`src/hw/rtl/assert_macros.svh`:
```
// Assertion macros used by the multiset count table RTL.
// Depends on nothing; the checks compile away when SYNTHESIS is defined.
`ifndef ASSERT_MACROS_SVH
`define ASSERT_MACROS_SVH
`ifndef SYNTHESIS
// The property must hold at every rising edge while reset is low.
`define MCT_ASSERT(label, clk, rst, prop) \
  label: assert property (@(posedge clk) disable iff (rst) (prop)) \
    else $error("%m: check failed");
// The expression must never be true while reset is low.
`define MCT_ASSERT_NEVER(label, clk, rst, expr) \
  label: assert property (@(posedge clk) disable iff (rst) !(expr)) \
    else $error("%m: forbidden condition seen");
`else
`define MCT_ASSERT(label, clk, rst, prop)
`define MCT_ASSERT_NEVER(label, clk, rst, expr)
`endif
`endif

```
`src/hw/rtl/mct_pkg.sv`:
```
// Shared types, codes and defaults of the multiset count table.
// Used by every module of the block; depends on nothing.
package mct_pkg;

  localparam int unsigned DEFAULT_TABLE_DEPTH = 16;
  localparam int unsigned DEFAULT_COUNT_BITS  = 16;

  localparam int unsigned VALUE_W    = 32;
  localparam int unsigned OP_W       = 2;
  localparam int unsigned STATUS_W   = 2;
  localparam int unsigned OCC_W      = 16;
  localparam int unsigned DIST_OUT_W = 5;
  localparam int unsigned TOTAL_W    = 20;
  // Slot index width that covers the deepest supported table (1024 entries).
  localparam int unsigned SLOT_W_MAX = 10;
  localparam int unsigned QUEUE_DEPTH = 2;

  localparam logic [OP_W-1:0] OP_ADD    = 2'd0;
  localparam logic [OP_W-1:0] OP_REMOVE = 2'd1;

  localparam logic [STATUS_W-1:0] STATUS_OK        = 2'd0;
  localparam logic [STATUS_W-1:0] STATUS_ABSENT    = 2'd1;
  localparam logic [STATUS_W-1:0] STATUS_FULL      = 2'd2;
  localparam logic [STATUS_W-1:0] STATUS_SATURATED = 2'd3;

  // A classified item, as handed from the front to the back.
  typedef struct packed {
    logic [OP_W-1:0]       op;
    logic [VALUE_W-1:0]    value;
    logic                  hit;
    logic                  full;
    logic [SLOT_W_MAX-1:0] slot;
    logic [VALUE_W-1:0]    last_value;
  } cmd_t;

  // A write into the value table, issued by the back.
  typedef struct packed {
    logic                  en;
    logic [SLOT_W_MAX-1:0] idx;
    logic [VALUE_W-1:0]    data;
  } tbl_wr_t;

endpackage

```
`src/hw/rtl/mct_front.sv`:
```
// Front of the multiset count table: accepts items, holds the value table
// and classifies each item by a parallel compare. Depends on mct_pkg.
module mct_front #(
  parameter int unsigned TABLE_DEPTH = mct_pkg::DEFAULT_TABLE_DEPTH,
  parameter int unsigned DIST_W      = $clog2(TABLE_DEPTH + 1)
) (
  input  logic                        clk,
  input  logic                        rst,
  input  logic                        start,
  input  logic [mct_pkg::OP_W-1:0]    op,
  input  logic [mct_pkg::VALUE_W-1:0] value,
  input  logic                        finish,
  input  mct_pkg::tbl_wr_t            wr,
  input  logic [DIST_W-1:0]           distinct,
  output logic                        busy,
  output logic                        push,
  output mct_pkg::cmd_t               cmd
);
  import mct_pkg::*;

  localparam int unsigned IDX_W = $clog2(TABLE_DEPTH);

  logic [VALUE_W-1:0] value_mem [TABLE_DEPTH];
  logic [TABLE_DEPTH-1:0] match;
  logic [IDX_W-1:0]  slot;
  logic [IDX_W-1:0]  last;
  logic [DIST_W-1:0] last_wide;

  always_ff @(posedge clk) begin
    if (wr.en) begin
      value_mem[wr.idx[IDX_W-1:0]] <= wr.data;
    end
  end

  // Only slots below the distinct count are live and take part.
  always_comb begin
    for (int i = 0; i < TABLE_DEPTH; i++) begin
      match[i] = (DIST_W'(i) < distinct) && (value_mem[i] == value);
    end
  end

  // The lowest matching slot wins.
  always_comb begin
    slot = '0;
    for (int i = TABLE_DEPTH - 1; i >= 0; i--) begin
      if (match[i]) begin
        slot = IDX_W'(i);
      end
    end
  end

  assign last_wide = distinct - 1'b1;
  assign last      = last_wide[IDX_W-1:0];
  assign push      = start & ~busy;

  always_comb begin
    cmd.op         = op;
    cmd.value      = value;
    cmd.hit        = |match;
    cmd.full       = (distinct == DIST_W'(TABLE_DEPTH));
    cmd.slot       = SLOT_W_MAX'(slot);
    cmd.last_value = value_mem[last];
  end

  // One item at a time: busy from acceptance until its result is issued.
  always_ff @(posedge clk) begin
    if (rst) begin
      busy <= 1'b0;
    end else if (push) begin
      busy <= 1'b1;
    end else if (finish) begin
      busy <= 1'b0;
    end
  end

endmodule

```
`src/hw/rtl/mct_queue.sv`:
```
// Short queue of classified items between the front and the back.
// Depends on mct_pkg for the item type and the queue depth.
module mct_queue (
  input  logic          clk,
  input  logic          rst,
  input  logic          push,
  input  mct_pkg::cmd_t din,
  input  logic          pop,
  output mct_pkg::cmd_t head,
  output logic          empty
);
  import mct_pkg::*;

  localparam int unsigned PTR_W = $clog2(QUEUE_DEPTH);
  localparam int unsigned CNT_W = $clog2(QUEUE_DEPTH + 1);

  cmd_t             slots [QUEUE_DEPTH];
  logic [PTR_W-1:0] wr_ptr;
  logic [PTR_W-1:0] rd_ptr;
  logic [CNT_W-1:0] fill;

  function automatic logic [PTR_W-1:0] ptr_inc(input logic [PTR_W-1:0] p);
    ptr_inc = (p == PTR_W'(QUEUE_DEPTH - 1)) ? '0 : p + 1'b1;
  endfunction

  always_ff @(posedge clk) begin
    if (push) begin
      slots[wr_ptr] <= din;
    end
  end

  always_ff @(posedge clk) begin
    if (rst) begin
      wr_ptr <= '0;
      rd_ptr <= '0;
      fill   <= '0;
    end else begin
      if (push) begin
        wr_ptr <= ptr_inc(wr_ptr);
      end
      if (pop) begin
        rd_ptr <= ptr_inc(rd_ptr);
      end
      unique case ({push, pop})
        2'b10:   fill <= fill + 1'b1;
        2'b01:   fill <= fill - 1'b1;
        default: fill <= fill;
      endcase
    end
  end

  assign head  = slots[rd_ptr];
  assign empty = (fill == '0);

endmodule

```
`src/hw/rtl/mct_back.sv`:
```
// Back of the multiset count table: executes classified items against the
// count memory, keeps the totals and issues results. Depends on mct_pkg.
`include "assert_macros.svh"
module mct_back #(
  parameter int unsigned TABLE_DEPTH = mct_pkg::DEFAULT_TABLE_DEPTH,
  parameter int unsigned COUNT_BITS  = mct_pkg::DEFAULT_COUNT_BITS,
  parameter int unsigned DIST_W      = $clog2(TABLE_DEPTH + 1)
) (
  input  logic                           clk,
  input  logic                           rst,
  input  mct_pkg::cmd_t                  head,
  input  logic                           empty,
  output logic                           pop,
  output mct_pkg::tbl_wr_t               wr,
  output logic [DIST_W-1:0]              distinct,
  output logic                           finish,
  output logic                           done,
  output logic [mct_pkg::STATUS_W-1:0]   status,
  output logic [mct_pkg::OCC_W-1:0]      occurrences,
  output logic [mct_pkg::DIST_OUT_W-1:0] distinct_entries,
  output logic [mct_pkg::TOTAL_W-1:0]    total_elements
);
  import mct_pkg::*;

  localparam int unsigned IDX_W = $clog2(TABLE_DEPTH);
  localparam logic [COUNT_BITS-1:0] COUNT_MAX = {COUNT_BITS{1'b1}};
  localparam logic [COUNT_BITS-1:0] COUNT_ONE = COUNT_BITS'(1);

  typedef enum logic [2:0] {
    S_IDLE = 3'b001,
    S_READ = 3'b010,
    S_MOVE = 3'b100
  } state_t;

  state_t state, state_next;
  cmd_t   cur;

  logic [COUNT_BITS-1:0] count_mem [TABLE_DEPTH];
  logic [IDX_W-1:0]      rd_addr;
  logic [COUNT_BITS-1:0] rd_data;
  logic                  cwr_en;
  logic [IDX_W-1:0]      cwr_addr;
  logic [COUNT_BITS-1:0] cwr_data;

  logic [DIST_W-1:0]     distinct_next;
  logic [DIST_W-1:0]     last_wide;
  logic [TOTAL_W-1:0]    total, total_next;
  logic [STATUS_W-1:0]   res_status;
  logic [COUNT_BITS-1:0] res_count;
  logic [31:0]           res_count_wide;
  logic [31:0]           distinct_wide;

  assign last_wide = distinct - 1'b1;

  always_comb begin
    state_next    = state;
    pop           = 1'b0;
    finish        = 1'b0;
    rd_addr       = head.slot[IDX_W-1:0];
    cwr_en        = 1'b0;
    cwr_addr      = cur.slot[IDX_W-1:0];
    cwr_data      = '0;
    wr            = '0;
    distinct_next = distinct;
    total_next    = total;
    res_status    = STATUS_OK;
    res_count     = '0;
    unique case (state)
      S_IDLE: begin
        if (!empty) begin
          pop = 1'b1;
          if (head.hit) begin
            state_next = S_READ;
          end else begin
            finish = 1'b1;
            if (head.op == OP_ADD && !head.full) begin
              // New value goes into the first free slot with a count of one.
              cwr_en        = 1'b1;
              cwr_addr      = distinct[IDX_W-1:0];
              cwr_data      = COUNT_ONE;
              wr.en         = 1'b1;
              wr.idx        = SLOT_W_MAX'(distinct[IDX_W-1:0]);
              wr.data       = head.value;
              distinct_next = distinct + 1'b1;
              total_next    = total + 1'b1;
              res_count     = COUNT_ONE;
            end else if (head.op == OP_ADD) begin
              res_status = STATUS_FULL;
            end else begin
              res_status = STATUS_ABSENT;
            end
          end
        end
      end
      S_READ: begin
        if (cur.op == OP_ADD) begin
          finish     = 1'b1;
          state_next = S_IDLE;
          if (rd_data == COUNT_MAX) begin
            res_status = STATUS_SATURATED;
            res_count  = rd_data;
          end else begin
            cwr_en     = 1'b1;
            cwr_data   = rd_data + 1'b1;
            total_next = total + 1'b1;
            res_count  = rd_data + 1'b1;
          end
        end else if (cur.op == OP_REMOVE) begin
          if (rd_data > COUNT_ONE) begin
            finish     = 1'b1;
            state_next = S_IDLE;
            cwr_en     = 1'b1;
            cwr_data   = rd_data - 1'b1;
            total_next = total - 1'b1;
            res_count  = rd_data - 1'b1;
          end else begin
            // Last occurrence: fetch the count of the last live slot.
            rd_addr    = last_wide[IDX_W-1:0];
            state_next = S_MOVE;
          end
        end else begin
          finish     = 1'b1;
          state_next = S_IDLE;
          res_count  = rd_data;
        end
      end
      S_MOVE: begin
        // The last live entry fills the freed slot and the table shrinks.
        finish        = 1'b1;
        state_next    = S_IDLE;
        cwr_en        = 1'b1;
        cwr_data      = rd_data;
        wr.en         = 1'b1;
        wr.idx        = cur.slot;
        wr.data       = cur.last_value;
        distinct_next = distinct - 1'b1;
        total_next    = total - 1'b1;
      end
      default: begin
        state_next = S_IDLE;
      end
    endcase
  end

  always_ff @(posedge clk) begin
    if (cwr_en) begin
      count_mem[cwr_addr] <= cwr_data;
    end
  end

  always_ff @(posedge clk) begin
    rd_data <= count_mem[rd_addr];
  end

  always_ff @(posedge clk) begin
    if (pop) begin
      cur <= head;
    end
  end

  always_ff @(posedge clk) begin
    if (rst) begin
      state    <= S_IDLE;
      distinct <= '0;
      total    <= '0;
      done     <= 1'b0;
    end else begin
      state    <= state_next;
      distinct <= distinct_next;
      total    <= total_next;
      done     <= finish;
    end
  end

  assign res_count_wide = 32'(res_count);
  assign distinct_wide  = 32'(distinct_next);

  always_ff @(posedge clk) begin
    if (finish) begin
      status           <= res_status;
      occurrences      <= res_count_wide[OCC_W-1:0];
      distinct_entries <= distinct_wide[DIST_OUT_W-1:0];
      total_elements   <= total_next;
    end
  end

  `MCT_ASSERT(a_done_single, clk, rst, done |=> !done)
  `MCT_ASSERT_NEVER(a_distinct_bound, clk, rst, distinct > DIST_W'(TABLE_DEPTH))
  `MCT_ASSERT(a_move_is_remove, clk, rst, (state == S_MOVE) |-> (cur.op == OP_REMOVE && cur.hit))
  `MCT_ASSERT(a_full_table, clk, rst, (done && status == STATUS_FULL) |-> (occurrences == '0 && distinct == DIST_W'(TABLE_DEPTH)))

endmodule

```
`src/hw/rtl/multiset_count_table.sv`:
```
// Top level of the multiset count table: front, queue and back wired up.
// Depends on mct_pkg, mct_front, mct_queue and mct_back.
//
// The block keeps a bag of 32-bit values as a table of up to TABLE_DEPTH
// distinct values, each with a COUNT_BITS-wide occurrence count. An item is
// taken at a rising edge where start is high and busy is low; it carries an
// operation (add, remove, or query; the unused code acts as a query) and a
// value. Every item yields exactly one result, shown for exactly one cycle
// with done high, and there is no way to hold it off: the receiver must take
// it in that cycle. The result carries a status, the value's count after the
// operation, the number of distinct values and the bag size (low 20 bits).
// Only one item is in flight: busy rises at acceptance and falls in the cycle
// in which its result is shown, so a new item may be started in that same
// cycle. An item whose value is not in the table is finished when the back
// takes it from the queue; one that hits first has its count read from the
// count memory; removing the last occurrence of a value also reads the count
// of the last live slot as a second step before it is moved into the freed
// slot. All live values are compared in parallel when the item is taken. A
// full table or a count at its maximum is reported in the status and leaves
// the table unchanged. After reset the table is empty at once; no clearing
// pass is needed.
module multiset_count_table #(
  parameter int unsigned TABLE_DEPTH = mct_pkg::DEFAULT_TABLE_DEPTH,
  parameter int unsigned COUNT_BITS  = mct_pkg::DEFAULT_COUNT_BITS
) (
  input  logic                           clk,
  input  logic                           rst,
  input  logic                           start,
  input  logic [mct_pkg::OP_W-1:0]       op,
  input  logic [mct_pkg::VALUE_W-1:0]    value,
  output logic                           busy,
  output logic                           done,
  output logic [mct_pkg::STATUS_W-1:0]   status,
  output logic [mct_pkg::OCC_W-1:0]      occurrences,
  output logic [mct_pkg::DIST_OUT_W-1:0] distinct_entries,
  output logic [mct_pkg::TOTAL_W-1:0]    total_elements
);
  import mct_pkg::*;

  localparam int unsigned DIST_W = $clog2(TABLE_DEPTH + 1);

  logic              push;
  logic              pop;
  logic              empty;
  logic              finish;
  cmd_t              cmd;
  cmd_t              head;
  tbl_wr_t           wr;
  logic [DIST_W-1:0] distinct;

  // The front compares the incoming value against all live entries and
  // queues the classified item in the cycle it is accepted.
  mct_front #(
    .TABLE_DEPTH(TABLE_DEPTH),
    .DIST_W     (DIST_W)
  ) u_front (
    .clk     (clk),
    .rst     (rst),
    .start   (start),
    .op      (op),
    .value   (value),
    .finish  (finish),
    .wr      (wr),
    .distinct(distinct),
    .busy    (busy),
    .push    (push),
    .cmd     (cmd)
  );

  mct_queue u_queue (
    .clk  (clk),
    .rst  (rst),
    .push (push),
    .din  (cmd),
    .pop  (pop),
    .head (head),
    .empty(empty)
  );

  // The back owns the counts and totals, and writes moved or new values
  // back into the front's value table.
  mct_back #(
    .TABLE_DEPTH(TABLE_DEPTH),
    .COUNT_BITS (COUNT_BITS),
    .DIST_W     (DIST_W)
  ) u_back (
    .clk             (clk),
    .rst             (rst),
    .head            (head),
    .empty           (empty),
    .pop             (pop),
    .wr              (wr),
    .distinct        (distinct),
    .finish          (finish),
    .done            (done),
    .status          (status),
    .occurrences     (occurrences),
    .distinct_entries(distinct_entries),
    .total_elements  (total_elements)
  );

endmodule
```
`config.mk`:
```
export PLATFORM = sky130hd
export DESIGN_NAME = multiset_count_table
export DESIGN_NICKNAME = d
export VERILOG_FILES = /design/src/hw/rtl/mct_pkg.sv /design/src/hw/rtl/mct_front.sv /design/src/hw/rtl/mct_queue.sv /design/src/hw/rtl/mct_back.sv /design/src/hw/rtl/multiset_count_table.sv
export VERILOG_INCLUDE_DIRS = /design/src /design/src/hw/rtl
export SDC_FILE = /design/constraint.sdc
export NUM_CORES = 2
export LEC_CHECK = 0
export BUFFER_PORTS_ARGS = -buffer_cell sky130_fd_sc_hd__buf_2
export CAP_MARGIN = 20
export CORE_MARGIN = 2
export CORE_UTILIZATION = 35
export DETAILED_ROUTE_END_ITERATION = 16
export GPL_TIMING_DRIVEN = 0
export HOLD_SLACK_MARGIN = 0.02
export MAX_ROUTING_LAYER = met4
export PLACE_DENSITY_LB_ADDON = 0.3
export SLEW_MARGIN = 10
export SYNTH_ARGS = -nofsm -noshare
export SYNTH_HDL_FRONTEND = slang
export SYNTH_SLANG_ARGS = --single-unit
```
`constraint.sdc`:
```
create_clock -name clk -period 6.3 [get_ports clk]
set_input_delay 1.575 -clock clk [delete_from_list [all_inputs] [get_ports clk]]
set_output_delay 1.575 -clock clk [all_outputs]
set_load 0.05 [all_outputs]
```
Yosys cells after proc, flatten, opt, wreduce, memory -nomap -nowiden
Memories as Yosys holds them, arrays and structs flattened. A register that Yosys moved wholly into a read port is not among the register bits.
Cells that the tools add are included.
Word-level totals
  register bits after elaboration: 121
  memory bits (writable): 912
  output and inout port bits: 45
  logic and storage cells: 191
  memories: 3
Memories
  u_front.value_mem: depth 16, bits a word 32, read ports 17, clocked after Yosys merged registers in 0, wr ports 1, line mct_front.sv:23  | logic [VALUE_W-1:0] value_mem [TABLE_DEPTH];
  u_back.count_mem: depth 16, bits a word 16, read ports 1, clocked after Yosys merged registers in 1, wr ports 1, line mct_back.sv:38  | logic [COUNT_BITS-1:0] count_mem [TABLE_DEPTH];
  u_queue.slots: depth 2, bits a word 72, read ports 1, clocked after Yosys merged registers in 1, wr ports 1, line mct_queue.sv:17  | cmd_t slots [QUEUE_DEPTH];
Cells by class
  add/subtract/negate cells: 10
  magnitude comparators: 17
  equality and inequality tests: 26
  muxes and demuxes: 93
  bitwise gates (word level): 2
  reduce and logical (&&, ||, !) cells: 25
Operator list (count)
  32-bit equality test: 16
  16-bit 2-to-1 mux: 9
  20-bit 2-to-1 mux: 7
  43-bit 2-to-1 mux: 3
  4-bit 2-to-1 mux: 24
  43-bit one-hot mux with 2 select lines: 1
  20-bit one-hot mux with 3 select lines: 1
  16-bit one-hot mux with 3 select lines: 1
  4-bit by 5-bit less-than comparator with 1-bit output, first input constant: 8
  16-bit one-hot mux with 2 select lines: 1
  1-bit 2-to-1 mux: 26
  20-bit by 1-bit adder with 20-bit output, second input constant: 1
  3-bit by 5-bit less-than comparator with 1-bit output, first input constant: 4
  20-bit by 1-bit subtractor with 20-bit output, second input constant: 1
  1-bit logical AND: 17
  16-bit by 1-bit adder with 16-bit output, second input constant: 1
  16-bit equality test, second input constant: 1
  16-bit by 1-bit > comparator with 1-bit output, second input constant: 1
  16-bit OR reduction: 1
  16-bit by 1-bit subtractor with 16-bit output, second input constant: 1
  3-bit 2-to-1 mux: 5
  5-bit 2-to-1 mux: 3
  2-bit 2-to-1 mux: 6
  1-bit by 5-bit less-than comparator with 1-bit output, first input constant: 2
  24 further kinds: 32

Longest topological paths before layout
An unclocked memory read counts as a cell.
  depth in word-level cells: 19
  depth in mapped cells: 14
  gate-level depth less buffers: 11

Hierarchy
A second synthesis with hierarchy kept.
Unflattened totals
  cells, all modules: 3381
  area, all modules: 50268.2 um^2
By module, submodules not included
  mct_front: instances 1, cells each 1592, area each 26030.0 um^2, sequential area each 15394.8 um^2
  mct_back: instances 1, cells each 1525, area each 18340.1 um^2, sequential area each 11200.7 um^2
  mct_queue: instances 1, cells each 264, area each 5898.2 um^2, sequential area each 4784.6 um^2

Worst setup path after synthesis
Ideal clock, no wire load.
  kind: input -> register
  start point: input start
  end point: memory u_queue.slots[0][0] in the netlist's numbering (enable)
  setup time: 0.503 ns
  data arrival time: 4.721 ns
  required time: 5.797 ns
  setup slack: 1.076 ns
  cell stages on the path: 2
  path buffers: 0
  cells stage by stage: nand2b_1 nor2_1
Between the ends
  cells in the longest elaborated chain, start to end: 3
RTL lines
  from (decl): line multiset_count_table.sv:28  | input logic start,
  1-bit bitwise AND: line mct_front.sv:54  | assign push = start & ~busy;
  1-bit 2-to-1 mux: line mct_queue.sv:27  | if (push) begin
  1-bit 2-to-1 mux (implied by the code): line mct_queue.sv:28  | slots[wr_ptr] <= din;
  to (decl): line mct_queue.sv:17
Every way passes these cells.

==> metrics.log <==
[metrics] via density per instance: around 5.8
[metrics] Clk Latency, worst-skew pair: 790 ps
[metrics] post-CTS repair timing setup buffer count: 0
[metrics] async set-or-reset flop fraction in the synthesized netlist: 0%
[metrics] largest vdd supply drop: 0.281 mV
[metrics] residual DRC count: 0
[metrics] RSZ-0062 raised after global routing: false
[metrics] CP max-delay cell: sky130_fd_sc_hd__nor4_1
[metrics] Std-Cell Rows: ~140
[metrics] post-synthesis instance area: 47,900 um2
[metrics] Syn-to-layout area delta: 17.4%
[metrics] slack of the worst reg-to-reg path: about 1100 ps
[metrics] clock tree from TritonCTS: built
[metrics] FF+latch count, synth: around 1,000
[metrics] H-tree level count: 3
[metrics] CTS Buffer Depth: 3
[metrics] Main synth FF type: sky130_fd_sc_hd__edfxtp_1
[metrics] number of antenna violations at the first check in global routing: 16
[metrics] placed cell count: 5,144
[metrics] startpoint types: input pin
[metrics] leakage dissipation: 16.8 nW
[metrics] DRT antenna net count: 0
[metrics] Total GRT Usage: 26.9%
[metrics] initial core utilization: a little over a third
[metrics] CTS-repair resized insts: 0
[metrics] required time of the critical path: 6780 ps
[metrics] CP Data Arrival Time: 6460 ps
[metrics] transition time at the pin with the least slew margin: 1260 ps
[metrics] Avg Inst Size Synth: 15.1 um2
[metrics] height of the die: approximately 370 um
[metrics] family with the most delay on the worst path: simple AND/OR/NAND/NOR gates
[metrics] iteration count of the initial detailed-routing pass: 5
[metrics] Post-CTS Hold Fix Bufs: 0
[metrics] CP peak stage delay: 930 ps
[metrics] Overflow after GRT: 0
[metrics] count of input and output buffers: just over 80
[metrics] iteration-0 DRC count of the detailed router: 4,074
[metrics] IO Count: 82
[metrics] final-report setup violation count: 0
[metrics] Worst R2R End: u_front.value_mem[10][20]
[metrics] maximum fanout along the worst path: 10
[metrics] Hold Path End: u_front.busy
[metrics] clock root buffer: sky130_fd_sc_hd__clkbuf_16
[metrics] Final Max Slew Viols: 0
[metrics] maxcap violations: 0
[metrics] wire length after detailed routing: roughly 190 mm
[metrics] Final Hold Viols: 0
[metrics] proportion of layout cells with a drive suffix above 1: 20.3%
[metrics] clock-pin slew of the registers on the worst-case setup and hold paths: approximately 60 ps
[metrics] number of buffers inserted during clock tree synthesis: 113
[metrics] Cell Chain, Critical Path: buf_2 -> clkbuf_1 -> clkbuf_1 -> xor2_1 -> nor4_1 -> nand4_1 -> nor3_1 -> nand4_1 -> a21boi_0 -> o211ai_1 -> a21oi_1 -> o32ai_1
[metrics] worst-case reg-to-reg path depth: 9
[metrics] proportion of synthesized chip area in sequential cells: 64.4%
[metrics] number of clock sinks seen by CTS: approximately 1,000
[metrics] status: finished clean
[metrics] Die Outline Area: 140,000 um2
[metrics] max-slew headroom at the worst pin: between 10% and 20%
[metrics] achievable clock frequency: roughly 170 MHz
[metrics] min cycle time layout: about 6000 ps
[metrics] Clock Skew: 70.8 ps
[metrics] global-route wire length before repair: 251 mm
[metrics] HPWL after DPL: 144 mm
[metrics] type of the most critical hold path: flip-flop to flip-flop
[metrics] launch instance of the worst min-delay path: u_front.busy
[metrics] share of the clock period used by the worst path: 95.0%
[metrics] floorplan die width: 374 um
[metrics] Netlist cell types: 72
[metrics] post-place setup slack: -117 ps
[metrics] largest net degree at the start of global routing: 38
[metrics] class of the most critical setup path: input pin to flip-flop
[metrics] total nets after synthesis: about 3,200
[metrics] GPL Wtd Cong: 1.07
[metrics] number of flops mapped to enable cells by yosys: a little under 1,000
[metrics] ratio of total power to cell area: around 340 nW/um2
[metrics] worst hold margin: 464 ps
[metrics] number of instances in the synthesized netlist: 3,169
[metrics] Critical Path End Type: flip-flop
[metrics] number of logic stages on the critical path including buffering: 12
[metrics] number of non-filler instances in the completed layout: 5,372
[metrics] number of synthesis warnings: 0
[metrics] CP bufs+invs: 3
[metrics] post-layout utilization of the core: 41.5%
[metrics] count of nets after finishing: between 3,000 and 4,000
[metrics] drt wl/cell: 34.6 um
[metrics] Hold Path Depth: 2
[metrics] worst setup slack after layout: 313 ps
[metrics] core area: about 140,000 um2
[metrics] vias after detailed routing: 30,900
[metrics] via count of the first global-routing pass: 29,700
## cell families (layout without fill, tap and decap cells)
family / after synthesis / count (layout) / synth area share, %
other cells: 0 / 14 / 0
fa+ha+maj: 12 / 12 / 0.313
simple gates: 646 / 646 / 6.91
xor+xnor: 550 / 550 / 10.1
flops: 1044 / 1044 / 64.4
buf+inv: 228 / 636 / 1.95
mux: 363 / 363 / 12.0
compound gates: 326 / 326 / 4.40
## Yosys cell counts, types with 53 or more instances
cell / n / share of area [%]
sky130_fd_sc_hd__a21oi_1: 53 / 0.55
sky130_fd_sc_hd__clkbuf_1: 142 / 1.1
sky130_fd_sc_hd__edfxtp_1: 993 / 62
sky130_fd_sc_hd__mux2_2: 100 / 2.3
sky130_fd_sc_hd__mux2i_1: 103 / 2.2
sky130_fd_sc_hd__mux4_2: 160 / 7.5
sky130_fd_sc_hd__nand2_1: 166 / 1.3
sky130_fd_sc_hd__nand4_1: 71 / 0.93
sky130_fd_sc_hd__nor2_1: 101 / 0.79
sky130_fd_sc_hd__nor4_1: 101 / 1.3
sky130_fd_sc_hd__o211ai_1: 67 / 1.0
sky130_fd_sc_hd__o21ai_0: 97 / 1.0
sky130_fd_sc_hd__xnor2_1: 201 / 3.7
sky130_fd_sc_hd__xor2_1: 349 / 6.4
## worst max-delay path by stage
stage                   from                    to  slack (ps)
global route        value[1]  u_queue.slots[1][32]         460
CTS                 value[1]  u_queue.slots[1][32]         680
floorplan              start   u_queue.slots[0][0]        1080
finish              value[1]  u_queue.slots[1][32]         310
detailed placement  value[8]  u_queue.slots[1][32]        -120
global placement       start  u_queue.slots[0][16]       -1930
## state kept, by name, summed over array words and instances, names as in the netlist, 3 cells and up, named ones only
name / count
u_back.state: 3
u_back.occurrences: 16
u_back.rd_data: 16
u_back.cur: 38
u_back.total_elements: 20
u_back.distinct_entries: 5
u_back.distinct: 5
u_back.total: 20
u_front.value_mem: 512
u_queue.slots: 144
u_back.count_mem: 256
## worst register-to-register path, cell delays in order, from the launching register on
cell and delay (ps):
sky130_fd_sc_hd__dfxtp_1 360, sky130_fd_sc_hd__clkbuf_1 770, sky130_fd_sc_hd__mux2_2 430, sky130_fd_sc_hd__nor3_1 610
sky130_fd_sc_hd__nand2_1 520, sky130_fd_sc_hd__clkbuf_1 510, sky130_fd_sc_hd__nor3b_1 370, sky130_fd_sc_hd__a31oi_1 250
sky130_fd_sc_hd__nor2_4 800, sky130_fd_sc_hd__buf_12 290
## cell type report
cell class	instances	area [um2]
flip-flops and latches	1044	30800
plain buffers	201	848
clock buffers	135	2940
diodes	14	35.0
inverters	27	101
repair buffers	198	2090
multi-input cells	1897	16400
clock inverters	75	758
well taps	1781	2230
fillers	12300	79400
## through the flow
step           TNS (ps)  total power [mW]  instance area [um2]
2_1_floorplan         0              10.9                47900
3_3_place_gp    -999460              12.4                50600
3_5_place_dp       -235              12.6                52500
4_1_cts               0              19.2                56200
5_1_grt               0              19.7                56200
6_report              0              19.1                56200
## metal layers
layer  vias up  part of all wire (%)  GRT usage [%]
met5         -                     0              -
met3       328                   9.6           6.96
met2      1655                    45           40.5
met4         0                   5.0           11.7
met1     16100                    40           34.4
li1      12800                     -              -
## cells in the final DEF, fill, tap and decap left out, types with 100 or more instances in the layout
cell,synthesis,layout
sky130_fd_sc_hd__xnor2_1,201,201
sky130_fd_sc_hd__nand2_1,166,166
sky130_fd_sc_hd__nor4_1,101,100
sky130_fd_sc_hd__clkbuf_1,142,156
sky130_fd_sc_hd__edfxtp_1,993,993
sky130_fd_sc_hd__mux2_2,100,100
sky130_fd_sc_hd__xor2_1,349,348
sky130_fd_sc_hd__buf_2,12,107
sky130_fd_sc_hd__clkbuf_16,0,113
sky130_fd_sc_hd__mux4_2,160,160
sky130_fd_sc_hd__mux2i_1,103,103
## power by group
group          switching, mW  leakage (nW)  internal, mW
clock                   2.92          1.79          3.69
sequential             0.175          8.76          8.13
combinational           2.84          6.29          1.36
total                   5.93          16.8          13.2
Note: power is estimated with default switching activity, not from simulation.
